$ cat src/rtl/itoa_pkg.sv
// shared types, constants and the digit table of the integer to ascii formatter
`default_nettype none
package itoa_pkg;

	// number and digit store geometry
	localparam int unsigned VAL_W = 64;
	localparam int unsigned NDIG  = 20;
	localparam int unsigned DIG_W = NDIG * 4;
	localparam int unsigned ND_W  = 5;
	localparam int unsigned CNT_W = 7;

	// bit positions inside format_flags
	localparam int unsigned FLG_ZERO  = 0;
	localparam int unsigned FLG_PLUS  = 1;
	localparam int unsigned FLG_SPACE = 2;
	localparam int unsigned FLG_LEFT  = 3;
	localparam int unsigned FLG_ALT   = 4;

	// ascii codes
	localparam logic [7:0] CH_SPACE = 8'h20;
	localparam logic [7:0] CH_PLUS  = 8'h2B;
	localparam logic [7:0] CH_MINUS = 8'h2D;
	localparam logic [7:0] CH_ZERO  = 8'h30;
	localparam logic [7:0] CH_X     = 8'h78;

	localparam logic [7:0] HEX_DIGITS [16] = '{
		8'h30, 8'h31, 8'h32, 8'h33, 8'h34, 8'h35, 8'h36, 8'h37,
		8'h38, 8'h39, 8'h41, 8'h42, 8'h43, 8'h44, 8'h45, 8'h46
	};

	// control into the digit converter
	typedef struct packed {
		logic load;
		logic is_hex;
		logic shift;
	} conv_ctl_t;

	// status out of the digit converter
	typedef struct packed {
		logic            done;
		logic [ND_W-1:0] nd;
		logic [3:0]      digit;
	} conv_stat_t;

	// field layout handed to the character emitter
	typedef struct packed {
		logic             start;
		logic [CNT_W-1:0] lpad;
		logic             sign_en;
		logic [7:0]       sign_ch;
		logic             pfx;
		logic [CNT_W-1:0] zpad;
		logic [ND_W-1:0]  nd;
		logic [CNT_W-1:0] rpad;
		logic [CNT_W-1:0] total;
	} emit_job_t;

	function automatic logic [7:0] digit_char(input logic [3:0] d);
		return HEX_DIGITS[d];
	endfunction

endpackage
`default_nettype wire

$ cat src/rtl/itoa_conv.sv
// digit converter: shift-and-add-3 binary to bcd, hex nibble load, leading zero strip
`default_nettype none
module itoa_conv (
	input  wire logic                         clk,
	input  wire logic                         arst_n,
	input  wire itoa_pkg::conv_ctl_t          ctl,
	input  wire logic [itoa_pkg::VAL_W-1:0]   value,
	output itoa_pkg::conv_stat_t              stat
);

	localparam int unsigned VW   = itoa_pkg::VAL_W;
	localparam int unsigned DW   = itoa_pkg::DIG_W;
	localparam int unsigned ND   = itoa_pkg::NDIG;
	localparam int unsigned NW   = itoa_pkg::ND_W;
	localparam int unsigned IT_W = $clog2(VW);

	localparam logic [1:0] C_IDLE = 2'd0;
	localparam logic [1:0] C_DAB  = 2'd1;
	localparam logic [1:0] C_NORM = 2'd2;
	localparam logic [1:0] C_DONE = 2'd3;

	logic [1:0]      ph_q;
	logic [VW-1:0]   bin_q;
	logic [DW-1:0]   bcd_q;
	logic [IT_W-1:0] it_q;
	logic [NW-1:0]   nd_q;
	logic [DW-1:0]   adj;

	// add 3 to every bcd digit of five or more before the shift
	always_comb begin
		for (int i = 0; i < ND; i++) begin
			adj[i*4 +: 4] = (bcd_q[i*4 +: 4] >= 4'd5) ? bcd_q[i*4 +: 4] + 4'd3
				: bcd_q[i*4 +: 4];
		end
	end

	// converter sequencer
	always_ff @(posedge clk or negedge arst_n) begin
		if (!arst_n) begin
			ph_q <= C_IDLE;
			it_q <= '0;
			nd_q <= '0;
		end else if (ctl.load) begin
			nd_q <= NW'(ND);
			it_q <= '0;
			ph_q <= ctl.is_hex ? C_NORM : C_DAB;
		end else begin
			unique case (ph_q)
				C_IDLE: begin
				end
				C_DAB: begin
					it_q <= it_q + 1'b1;
					if (it_q == IT_W'(VW - 1)) ph_q <= C_NORM;
				end
				C_NORM: begin
					if (bcd_q[DW-1 -: 4] == 4'd0 && nd_q > NW'(1)) begin
						nd_q <= nd_q - 1'b1;
					end else begin
						ph_q <= C_DONE;
					end
				end
				C_DONE: begin
				end
				default: ph_q <= C_IDLE;
			endcase
		end
	end

	// digit store and binary shift register
	always_ff @(posedge clk) begin
		if (ctl.load) begin
			bin_q <= value;
			bcd_q <= ctl.is_hex ? {(DW - VW)'(0), value} : '0;
		end else begin
			priority case (1'b1)
				ph_q == C_DAB: begin
					{bcd_q, bin_q} <= {adj[DW-2:0], bin_q, 1'b0};
				end
				ph_q == C_NORM && bcd_q[DW-1 -: 4] == 4'd0 && nd_q > NW'(1): begin
					bcd_q <= {bcd_q[DW-5:0], 4'd0};
				end
				ph_q == C_DONE && ctl.shift: begin
					bcd_q <= {bcd_q[DW-5:0], 4'd0};
				end
				default: begin
				end
			endcase
		end
	end

	assign stat.done  = (ph_q == C_DONE);
	assign stat.nd    = nd_q;
	assign stat.digit = bcd_q[DW-1 -: 4];

endmodule
`default_nettype wire

$ cat src/rtl/itoa_emit.sv
// character emitter: walks the field phases and drives the output register
`default_nettype none
module itoa_emit (
	input  wire logic                 clk,
	input  wire logic                 arst_n,
	input  wire itoa_pkg::emit_job_t  job,
	input  wire logic [3:0]           digit,
	output logic                      busy,
	output logic                      shift,
	output logic                      m_tvalid,
	input  wire logic                 m_tready,
	output logic [7:0]                m_tdata,   // [7:0] character
	output logic                      m_tlast
);

	localparam int unsigned CW = itoa_pkg::CNT_W;
	localparam int unsigned NW = itoa_pkg::ND_W;

	localparam logic [2:0] E_IDLE = 3'd0;
	localparam logic [2:0] E_LPAD = 3'd1;
	localparam logic [2:0] E_SIGN = 3'd2;
	localparam logic [2:0] E_PFX0 = 3'd3;
	localparam logic [2:0] E_PFXX = 3'd4;
	localparam logic [2:0] E_ZPAD = 3'd5;
	localparam logic [2:0] E_DIG  = 3'd6;
	localparam logic [2:0] E_RPAD = 3'd7;

	logic [2:0]    ph_q;
	logic [CW-1:0] lpad_q;
	logic [CW-1:0] zpad_q;
	logic [CW-1:0] rpad_q;
	logic [CW-1:0] rem_q;
	logic [NW-1:0] nd_q;
	logic          sign_q;
	logic [7:0]    sign_ch_q;
	logic          pfx_q;
	logic          valid_q;
	logic [7:0]    data_q;
	logic          last_q;

	logic          out_free;
	logic          fire;
	logic          adv;
	logic [7:0]    ch;

	assign out_free = !valid_q || m_tready;

	// pick the character of the current phase and whether to move on
	always_comb begin
		fire = 1'b0;
		adv  = 1'b0;
		ch   = itoa_pkg::CH_SPACE;
		unique case (ph_q)
			E_IDLE: begin
			end
			E_LPAD: begin
				if (lpad_q == '0) adv = 1'b1;
				else fire = out_free;
			end
			E_SIGN: begin
				ch = sign_ch_q;
				if (!sign_q) adv = 1'b1;
				else begin
					fire = out_free;
					adv  = out_free;
				end
			end
			E_PFX0: begin
				ch = itoa_pkg::CH_ZERO;
				if (!pfx_q) adv = 1'b1;
				else begin
					fire = out_free;
					adv  = out_free;
				end
			end
			E_PFXX: begin
				ch = itoa_pkg::CH_X;
				if (!pfx_q) adv = 1'b1;
				else begin
					fire = out_free;
					adv  = out_free;
				end
			end
			E_ZPAD: begin
				ch = itoa_pkg::CH_ZERO;
				if (zpad_q == '0) adv = 1'b1;
				else fire = out_free;
			end
			E_DIG: begin
				ch = itoa_pkg::digit_char(digit);
				if (nd_q == '0) adv = 1'b1;
				else fire = out_free;
			end
			E_RPAD: begin
				if (rpad_q == '0) adv = 1'b1;
				else fire = out_free;
			end
			default: begin
			end
		endcase
	end

	assign shift = fire && (ph_q == E_DIG);
	assign busy  = (ph_q != E_IDLE);

	// phase sequencer and counters
	always_ff @(posedge clk or negedge arst_n) begin
		if (!arst_n) begin
			ph_q      <= E_IDLE;
			lpad_q    <= '0;
			zpad_q    <= '0;
			rpad_q    <= '0;
			rem_q     <= '0;
			nd_q      <= '0;
			sign_q    <= 1'b0;
			sign_ch_q <= itoa_pkg::CH_SPACE;
			pfx_q     <= 1'b0;
		end else if (job.start) begin
			ph_q      <= E_LPAD;
			lpad_q    <= job.lpad;
			zpad_q    <= job.zpad;
			rpad_q    <= job.rpad;
			rem_q     <= job.total;
			nd_q      <= job.nd;
			sign_q    <= job.sign_en;
			sign_ch_q <= job.sign_ch;
			pfx_q     <= job.pfx;
		end else begin
			if (fire) begin
				rem_q <= rem_q - 1'b1;
				unique case (ph_q)
					E_LPAD:  lpad_q <= lpad_q - 1'b1;
					E_ZPAD:  zpad_q <= zpad_q - 1'b1;
					E_DIG:   nd_q   <= nd_q - 1'b1;
					E_RPAD:  rpad_q <= rpad_q - 1'b1;
					default: begin
					end
				endcase
			end
			if (adv) ph_q <= (ph_q == E_RPAD) ? E_IDLE : ph_q + 3'd1;
		end
	end

	// output register
	always_ff @(posedge clk or negedge arst_n) begin
		if (!arst_n) begin
			valid_q <= 1'b0;
		end else if (fire) begin
			valid_q <= 1'b1;
		end else if (m_tready) begin
			valid_q <= 1'b0;
		end
	end

	always_ff @(posedge clk) begin
		if (fire) begin
			data_q <= ch;
			last_q <= (rem_q == CW'(1));
		end
	end

	assign m_tvalid = valid_q;
	assign m_tdata  = data_q;
	assign m_tlast  = last_q;

	// no item gets more characters than its field length
	a_no_extra: assert property (@(posedge clk) disable iff (!arst_n)
		fire |-> rem_q != '0)
		else $error("character emitted beyond the field length");

	// the field is fully counted out when the last phase finishes
	a_all_sent: assert property (@(posedge clk) disable iff (!arst_n)
		(ph_q == E_RPAD && rpad_q == '0) |-> rem_q == '0)
		else $error("field finished with characters still owed");

	// the last mark does not fall in the left pad or sign phase
	a_last_end: assert property (@(posedge clk) disable iff (!arst_n)
		(fire && rem_q == CW'(1)) |=> (ph_q != E_LPAD && ph_q != E_SIGN))
		else $error("last character emitted before the body");

endmodule
`default_nettype wire

$ cat src/rtl/integer_to_ascii_formatter.sv
// top level of the printf-style integer to ascii formatter
`default_nettype none
// Formats one 64-bit number per input item as %d (signed) or %X (unsigned,
// upper case) text and streams it out one character per output item, with
// tlast on the final character. One item is worked at a time; s_tready is low
// from acceptance until the last character has been handed to the output
// register. Decimal conversion runs the shift-and-add-3 unit over all 64 bits,
// hex loads its nibbles at acceptance; then leading zero digits are stripped
// (at most 19), and the layout is handed to the emitter. Emission gives one
// character per cycle while m_tready is high, with a step without output at
// the end of each of the four counted phases (left pad, zero pad, digits,
// right pad) and for each absent sign or prefix character. After the emitter
// is done the item sequencer returns to idle and s_tready rises. The field
// length is max(width, text length), with the width saturated at MAX_WIDTH;
// output stalls lengthen the work on an item.
module integer_to_ascii_formatter #(
	parameter int unsigned MAX_WIDTH = 64
) (
	input  wire logic        clk,
	input  wire logic        arst_n,
	input  wire logic        s_tvalid,
	output logic             s_tready,
	input  wire logic [79:0] s_tdata,   // [63:0] value, [70:64] field_width, [75:71] format_flags
	input  wire logic        s_tuser,   // [0] is_hex
	output logic             m_tvalid,
	input  wire logic        m_tready,
	output logic [7:0]       m_tdata,   // [7:0] character
	output logic             m_tlast
);

	localparam int unsigned VW = itoa_pkg::VAL_W;
	localparam int unsigned CW = itoa_pkg::CNT_W;
	localparam int unsigned NW = itoa_pkg::ND_W;
	localparam logic [CW-1:0] MAXW = CW'(MAX_WIDTH);

	localparam logic [1:0] ST_IDLE = 2'd0;
	localparam logic [1:0] ST_CONV = 2'd1;
	localparam logic [1:0] ST_EMIT = 2'd2;

	logic [1:0]    st_q;
	logic          hex_q;
	logic [4:0]    flg_q;
	logic [CW-1:0] wid_q;
	logic          sign_q;
	logic [7:0]    sign_ch_q;

	logic          accept;
	logic [VW-1:0] in_value;
	logic [CW-1:0] in_width;
	logic [4:0]    in_flags;
	logic          in_neg;
	logic [VW-1:0] in_mag;

	itoa_pkg::conv_ctl_t  conv_ctl;
	itoa_pkg::conv_stat_t conv_stat;
	itoa_pkg::emit_job_t  job;
	logic                 emit_busy;
	logic                 emit_shift;

	logic          left;
	logic          zero;
	logic          pfx;
	logic [CW-1:0] len;
	logic [CW-1:0] pad;

	// input unpacking and magnitude
	assign s_tready = (st_q == ST_IDLE);
	assign accept   = s_tvalid && s_tready;
	assign in_value = s_tdata[63:0];
	assign in_width = s_tdata[70:64];
	assign in_flags = s_tdata[75:71];
	assign in_neg   = in_value[VW-1] && !s_tuser;
	assign in_mag   = in_neg ? (VW'(0) - in_value) : in_value;

	// item sequencer
	always_ff @(posedge clk or negedge arst_n) begin
		if (!arst_n) begin
			st_q <= ST_IDLE;
		end else begin
			unique case (st_q)
				ST_IDLE: if (accept) st_q <= ST_CONV;
				ST_CONV: if (conv_stat.done) st_q <= ST_EMIT;
				ST_EMIT: if (!emit_busy) st_q <= ST_IDLE;
				default: st_q <= ST_IDLE;
			endcase
		end
	end

	// format capture, width saturated and sign chosen at acceptance
	always_ff @(posedge clk) begin
		if (accept) begin
			hex_q  <= s_tuser;
			flg_q  <= in_flags;
			wid_q  <= (in_width > MAXW) ? MAXW : in_width;
			sign_q <= !s_tuser && (in_neg || in_flags[itoa_pkg::FLG_PLUS]
				|| in_flags[itoa_pkg::FLG_SPACE]);
			priority if (in_neg) sign_ch_q <= itoa_pkg::CH_MINUS;
			else if (in_flags[itoa_pkg::FLG_PLUS]) sign_ch_q <= itoa_pkg::CH_PLUS;
			else sign_ch_q <= itoa_pkg::CH_SPACE;
		end
	end

	assign conv_ctl.load   = accept;
	assign conv_ctl.is_hex = s_tuser;
	assign conv_ctl.shift  = emit_shift;

	itoa_conv u_conv (
		.clk    (clk),
		.arst_n (arst_n),
		.ctl    (conv_ctl),
		.value  (in_mag),
		.stat   (conv_stat)
	);

	// field layout from digit count, sign, prefix and width
	always_comb begin
		left = flg_q[itoa_pkg::FLG_LEFT];
		zero = flg_q[itoa_pkg::FLG_ZERO] && !left;
		pfx  = hex_q && flg_q[itoa_pkg::FLG_ALT];
		len  = CW'(conv_stat.nd) + (pfx ? CW'(2) : CW'(0)) + (sign_q ? CW'(1) : CW'(0));
		pad  = (wid_q > len) ? (wid_q - len) : '0;

		job.start   = (st_q == ST_CONV) && conv_stat.done;
		job.lpad    = (!left && !zero) ? pad : '0;
		job.sign_en = sign_q;
		job.sign_ch = sign_ch_q;
		job.pfx     = pfx;
		job.zpad    = zero ? pad : '0;
		job.nd      = NW'(conv_stat.nd);
		job.rpad    = left ? pad : '0;
		job.total   = len + pad;
	end

	itoa_emit u_emit (
		.clk      (clk),
		.arst_n   (arst_n),
		.job      (job),
		.digit    (conv_stat.digit),
		.busy     (emit_busy),
		.shift    (emit_shift),
		.m_tvalid (m_tvalid),
		.m_tready (m_tready),
		.m_tdata  (m_tdata),
		.m_tlast  (m_tlast)
	);

	// a new item is never taken while characters are still being produced
	a_idle_free: assert property (@(posedge clk) disable iff (!arst_n)
		s_tready |-> !emit_busy)
		else $error("input ready while the emitter is busy");

	// the emitter starts only once per item, from the conversion state
	a_one_start: assert property (@(posedge clk) disable iff (!arst_n)
		job.start |=> (st_q == ST_EMIT && emit_busy))
		else $error("emitter start not followed by emission");

endmodule
`default_nettype wire

$ cat config.mk
export PLATFORM = sky130hd
export DESIGN_NAME = integer_to_ascii_formatter
export DESIGN_NICKNAME = d
export VERILOG_FILES = /design/src/rtl/itoa_pkg.sv /design/src/rtl/itoa_conv.sv /design/src/rtl/itoa_emit.sv /design/src/rtl/integer_to_ascii_formatter.sv
export SDC_FILE = /design/constraint.sdc
export NUM_CORES = 1
export LEC_CHECK = 0
export BUFFER_PORTS_ARGS = -buffer_cell sky130_fd_sc_hd__buf_2
export CORE_MARGIN = 4
export CORE_UTILIZATION = 40
export CTS_CLUSTER_SIZE = 12
export DETAILED_ROUTE_END_ITERATION = 10
export SLEW_MARGIN = 20
export SYNTH_ARGS = -nofsm -noshare
export SYNTH_HDL_FRONTEND = slang
export SYNTH_SLANG_ARGS = --single-unit
$ cat constraint.sdc
create_clock -name clk -period 3.95 [get_ports clk]
set_clock_uncertainty 0.2 [all_clocks]
set_input_delay 0.79 -clock clk [delete_from_list [all_inputs] [get_ports clk]]
set_output_delay 0.79 -clock clk [all_outputs]
set_load 0.05 [all_outputs]
==> flow_summary.toml, run 1 <==
[worst_setup_path]
cp-end-kind = "flop"
path_class = "flop to flop"
crit_family = "simple AND/OR/NAND/NOR gates"
slowest_delay_ns = 0.35
path_buf_inv = 4
cp_max_fo = 3
cp_slowest_cell = "dfrtp_1"
cp_data_required_time_ns = 4.22
r2r-start = "u_conv.nd_q[0]$_DFFE_PN0P_"
ff2ff_setup_slack_ns = 0.18
r2r-end = "u_emit.rem_q[5]$_DFFE_PN0P_"
timing.critical_path.cells = "ha_2 > inv_2 > fa_2 > nand3b_1 > xnor2_2 > inv_2 > ha_4 > nand4b_1 > or2_4 > and4_4 > or2_4 > nand2_2 > inv_1 > ha_4 > inv_1 > o21bai_1 > a21oi_2 > xor2_1 > mux2i_1"
crit_arrival_ns = 4.04
reg2reg_depth = 19
start_kind = "flop"

[timing]
min_period_ns = 3.77
report.final.setup_viol = 0
max_clock_freq_ghz = 0.265
rsz0062_at_grt = "yes"
slew_viol_final = 0
hold_viol = 0
slew_headroom = 0.382
finalCritPeriodShare = 0.955
tightest_slew_ns = 0.926

[detailed_routing]
drtIter0Drc = 887
ant_nets = 0
vias = 12800
first_pass_iters = 5
wl_per_cell_um = 17.5
drc = 0
wirelength_mm = 40.4
vias_per_cell = 5.55

[floorplanning]
die_w_um = 203
io_pins = 96
rows = 71
die_h_um = 203
dieArea_um2 = 41100
initial_core_util = 0.404
core_um2 = 37600

[cts]
clock-sinks = 224
htreeDepth = 1
cts_made_buffers = 27
clock_path_buffers = 3
clkTransAtPathRegs_ns = 0.06
cts_tree = "built"
hold_buffers = 0
insertion_delay_ns = 0.55
ctsRootBufferMaster = "clkbuf_16"

[yosys]
yosysWarnings = 0
synth.most_common_cell = "a21oi_1"
syn-cell-area_um2 = 15200
netlist_instances = 1697
synth.avg_cell_area_um2 = 8.94
synth_edf_count = 167
synth_cell_types = 83
synth_area_leaders = "edfxtp_1 33%, dfrtp_1 9.4%, a21oi_1 6.4%"
synth_top_cell_by_area = "edfxtp_1"
seq_area_frac_synth = 0.424
synth_top_cell_area_share = 0.330
synthTopCellsByCount = "194 x a21oi_1, 185 x nand2_1, 167 x edfxtp_1, 144 x o21ai_0, 136 x nor2_1"
async_reset_ff_frac = 0.254
yosys_register_bits = 224
ys.flop_type = "edfxtp_1"
synth_fp_nets = 1859

[placed_design]
portBuffers = 90
place_area_um2 = 16400
dp.cells = 2256
post-dp-hpwl_mm = 28.1
gp_congestion = 0.855

[global_route]
grt_max_degree = 130
grt_pass1_wl_mm = 64.8
overflow = 0
antenna_found_initial = 12
grt_pass1_vias = 12300
track_usage = 0.191

[cells_and_area]
final_area_um2 = 17400
multi_input_area_um2 = 8190
final_layout_size_suffix_gt1_frac = 0.143
fillers = 3674
regArea_um2 = 6440
area_growth_pct = 14.5
nets = 1942
final_cell_count_no_fill = 2312

[job]
cap_violations = 0

[power_and_ir_drop]
peakVddDrop_mv = 0.376
p_leak_uw = 0.00677
cellPowerDensity_nw_per_um2 = 853

[outcome]
status = "complete, no violations"

[min_path]
min_path_type = "input port to asynchronous set/reset pin"
## per-stage QoR
stage / total power (uW) / hold WS (ns) / worst slack [ns] / util / TNS [ns]
3_5_place_dp: 12300 / 0.231 / -0.143 / 0.437 / -0.295
4_1_cts: 14700 / 0.193 / 0.0101 / 0.459 / 0
5_1_grt: 16100 / 0.239 / -0.0684 / 0.462 / -0.130
3_3_place_gp: 12100 / 0.218 / -0.0693 / 0.437 / -0.120
6_report: 14800 / 0.182 / 0.177 / 0.462 / 0
2_1_floorplan: 10200 / 0.215 / 0.0237 / - / 0
## layout by cell type, fill, tap and decap left out, types with 25 or more instances in the layout
master	n
nand2b_1	30
nand2_1	181
nor2_1	136
buf_2	90
or3_1	30
dfrtp_1	57
xor2_1	50
clkbuf_16	27
a211oi_1	26
a31oi_1	25
buf_4	53
ha_1	67
nand3_1	55
xnor2_1	56
edfxtp_1	167
a21oi_1	189
inv_1	84
nor3_1	29
o21ai_0	142
## sequential cells by signal (all words and copies together) (netlist names), 5 cells and up
register / flops
u_emit.nd_q: 5
u_conv.nd_q: 5
wid_q: 7
u_emit.rpad_q: 7
u_conv.bin_q: 64
u_emit.m_tdata: 7
u_emit.zpad_q: 7
u_conv.bcd_q: 80
u_emit.lpad_q: 7
u_emit.rem_q: 7
u_conv.it_q: 6
## kinds of logic (layout without fill, tap and decap cells)
kind of cell,after synthesis,after routing,synth area share
simple gates,569,569,0.186
compound gates,522,522,0.207
flops,224,224,0.424
buf+inv,184,287,0.0469
xor+xnor,108,108,0.0623
fa+ha+maj,77,77,0.0650
mux,12,12,0.00808
other cells,1,2,0.000247
## area by class of cell
type                            instances  share of cell area
Antenna cell                            1            0.000144
Clock buffer                           42              0.0444
Clock inverter                          7             0.00209
Inverter                               90              0.0196
Multi-Input combinational cell       1289               0.472
Sequential cell                       224               0.371
Tap cell                              511              0.0368
Timing Repair Buffer                  148              0.0546
## worst register-to-register path, cell delays in order (launching register included)
cell and delay, ns:
dfrtp_1 0.35, ha_2 0.19, inv_2 0.04, fa_2 0.32, nand3b_1 0.20, xnor2_2 0.19
inv_2 0.06, ha_4 0.27, nand4b_1 0.15, or2_4 0.30, and4_4 0.19, or2_4 0.25
nand2_2 0.08, inv_1 0.07, ha_4 0.29, inv_1 0.04, o21bai_1 0.15, a21oi_2 0.08
xor2_1 0.14, mux2i_1 0.13
## power breakdown
group | internal, uW | leakage (uW) | switching [uW]
clock | 1330 | 0.000396 | 1010
sequential | 4290 | 0.00234 | 976
combinational | 2970 | 0.00403 | 4240
total | 8590 | 0.00677 | 6230
## worst max-delay path by stage
stage                                     from                          end  depth (start not counted)
finish              u_conv.nd_q[0]$_DFFE_PN0P_  u_emit.rem_q[5]$_DFFE_PN0P_                         19
global route                   hex_q$_DFFE_PP_  u_emit.rem_q[6]$_DFFE_PN0P_                         21
CTS                           sign_q$_DFFE_PP_  u_emit.rem_q[5]$_DFFE_PN0P_                         19
detailed placement            sign_q$_DFFE_PP_  u_emit.rem_q[5]$_DFFE_PN0P_                         19
global placement              sign_q$_DFFE_PP_  u_emit.rem_q[5]$_DFFE_PN0P_                         19
floorplan           u_conv.nd_q[0]$_DFFE_PN0P_  u_emit.rem_q[6]$_DFFE_PN0P_                         18
## what timing repair did
| item | CTS | global route |
|---|---|---|
| pin swaps | 3 | 13 |
| gates resized for setup | 4 | 22 |
| setup buffers | 2 | 4 |
| setup endpoints to repair | 3 | 5 |
## layer usage
layer,wire (um),GRT usage,vias to the layer above
met3,2200,0.0395,73
met2,18400,0.312,278
met4,816,0.0386,18
met5,111,0,-
li1,-,-,6292
met1,18900,0.264,6170
Power figures use the tool's default switching activity.
==> inputs of run 2 (changes only) <==
CORE_UTILIZATION = 25   (was 40)
SETUP_SLACK_MARGIN = 0.3   (was not set)
==> flow_summary.toml, run 2 (synthesized netlist as in run 1, its figures left out) <==
[timing]
worst_slack_ns = 0.0414
report.final.setup_viol = 0
slew_viol_final = 0
min_period_ns = 3.91
hold_viol = 0
tightest_slew_ns = 0.793
rsz0062_at_grt = "yes"
finalCritPeriodShare = 0.990
slew_headroom = 0.471
max_clock_freq_ghz = 0.256

[worst_setup_path]
cp_max_fo = 3
path_class = "flop to flop"
reg2reg_depth = 19
crit_arrival_ns = 4.13
start_kind = "flop"
ff2ff_setup_slack_ns = 0.04
r2r-start = "sign_q$_DFFE_PP_"
cp-end-kind = "flop"
cp_data_required_time_ns = 4.17
r2r-end = "u_emit.rem_q[5]$_DFFE_PN0P_"

[placed_design]
gp_congestion = 0.864
post-dp-hpwl_mm = 29.2
portBuffers = 90
dp_worst_setup_slack_ns = -0.0338

[cts]
clock_path_buffers = 3
insertion_delay_ns = 0.56
clock-sinks = 224
clkTransAtPathRegs_ns = 0.06
ctsRootBufferMaster = "clkbuf_16"
cts_tree = "built"
htreeDepth = 1
hold_buffers = 0
cts_made_buffers = 26

[detailed_routing]
vias_per_cell = 5.04
wirelength_mm = 42.0
ant_nets = 0
vias = 13100
first_pass_iters = 6
drc = 0
wl_per_cell_um = 16.1
drtIter0Drc = 1053

[floorplanning]
initial_core_util = 0.252
core_um2 = 60200
io_pins = 96
die_w_um = 254
die_h_um = 254
rows = 90
dieArea_um2 = 64700

[power_and_ir_drop]
cellPowerDensity_nw_per_um2 = 853
p_leak_uw = 0.00686
p_total_uw = 15300
peakVddDrop_mv = 0.391

[global_route]
antenna_found_initial = 28
grt_max_degree = 118
track_usage = 0.126
grt_pass1_vias = 12800
grt_pass1_wl_mm = 67.4
overflow = 0

[job]
cap_violations = 0

[outcome]
status = "complete, no violations"

[cells_and_area]
regMostFlops = "u_conv.bcd_q"
final_cell_mix = "190 x a21oi_1, 181 x nand2_1, 167 x edfxtp_1, 141 x o21ai_0, 136 x nor2_1"
reg.largest.list = "u_conv.bcd_q x80, u_conv.bin_q x64"
final_common_cell = "a21oi_1"
final_layout_size_suffix_gt1_frac = 0.154
area_growth_pct = 18.1
nets = 1952
largest_reg_flops = 80

[min_path]
min_path_type = "input port to asynchronous set/reset pin"
[run 2: cell types whose count changed in the layout (fill, tap and decap cells not counted), sizes merged]
cell | previous run | this run
clkinvlp | 0 | 1
clkbuf | 42 | 35
diode | 1 | 12
bufinv | 0 | 2
buf | 148 | 159
clkinv | 6 | 8
[run 2: what timing repair did]
action	in CTS	in global routing
gates resized for setup	17	20
endpoints found under the setup margin	4	9
pin swaps	18	22
buffers inserted	24	8
cloned	0	0
[run 2: final cells by class]
type	instances	area (um2)
Antenna cell	12	30.0
Clock buffer	35	726
Clock inverter	12	115
Fill cell	6239	42300
Inverter	90	340
Multi-Input combinational cell	1289	8240
Sequential cell	224	6440
Tap cell	782	978
Timing Repair Buffer	159	1050
[run 2: worst max-delay path, stage by stage (launching register included)]
cell	delay, ns
edfxtp_1	0.35
ha_2	0.20
inv_2	0.04
fa_2	0.33
nand3b_1	0.20
xnor2_2	0.22
inv_2	0.06
ha_4	0.27
nand4b_1	0.17
a21oi_2	0.23
o21ai_4	0.10
or2_4	0.24
inv_1	0.06
ha_1	0.22
a21o_1	0.18
a21oi_2	0.17
o21bai_1	0.11
a21oi_1	0.17
xor2_1	0.16
mux2i_1	0.09
[run 2: metrics by stage]
stage | std cells | utilization | instance area (um2) | TNS [ns] | hold WS (ns)
after global routing | 2594 | 0.297 | 17900 | -0.155 | 0.129
after floorplan | 1697 | - | 15200 | 0 | 0.215
final | 2603 | 0.297 | 17900 | 0 | 0.0814
after global placement | 2511 | 0.276 | 16600 | 0 | 0.237
after detailed placement | 2511 | 0.276 | 16600 | -0.0338 | 0.245
after CTS | 2582 | 0.294 | 17700 | 0 | 0.0991
[run 2: where the power goes]
group          internal, uW  total, uW  leakage [uW]  switching (uW)
Combinational          3160       7580       0.00411            4410
Sequential             4290       5250       0.00234             962
Clock                  1420       2460      0.000414            1050
Total                  8870      15300       0.00686            6420
[run 2: worst max path at each step]
stage	startpoint	endpoint	slack, ns
3_3_place_gp	sign_q$_DFFE_PP_	u_emit.rem_q[5]$_DFFE_PN0P_	0.04
4_1_cts	sign_q$_DFFE_PP_	u_emit.rem_q[6]$_DFFE_PN0P_	0.11
5_1_grt	u_conv.nd_q[0]$_DFFE_PN0P_	u_emit.rem_q[5]$_DFFE_PN0P_	-0.09
6_report	sign_q$_DFFE_PP_	u_emit.rem_q[5]$_DFFE_PN0P_	0.04
2_1_floorplan	u_conv.nd_q[0]$_DFFE_PN0P_	u_emit.rem_q[5]$_DFFE_PN0P_	0.21
3_5_place_dp	sign_q$_DFFE_PP_	u_emit.rem_q[5]$_DFFE_PN0P_	-0.03
[run 2: routing by layer]
layer	up-vias	routed length, um	global-route usage
met5	-	161	0
met4	26	963	0.0337
met3	87	3930	0.0378
met2	367	18300	0.195
met1	6304	18600	0.173
li1	6332	-	-
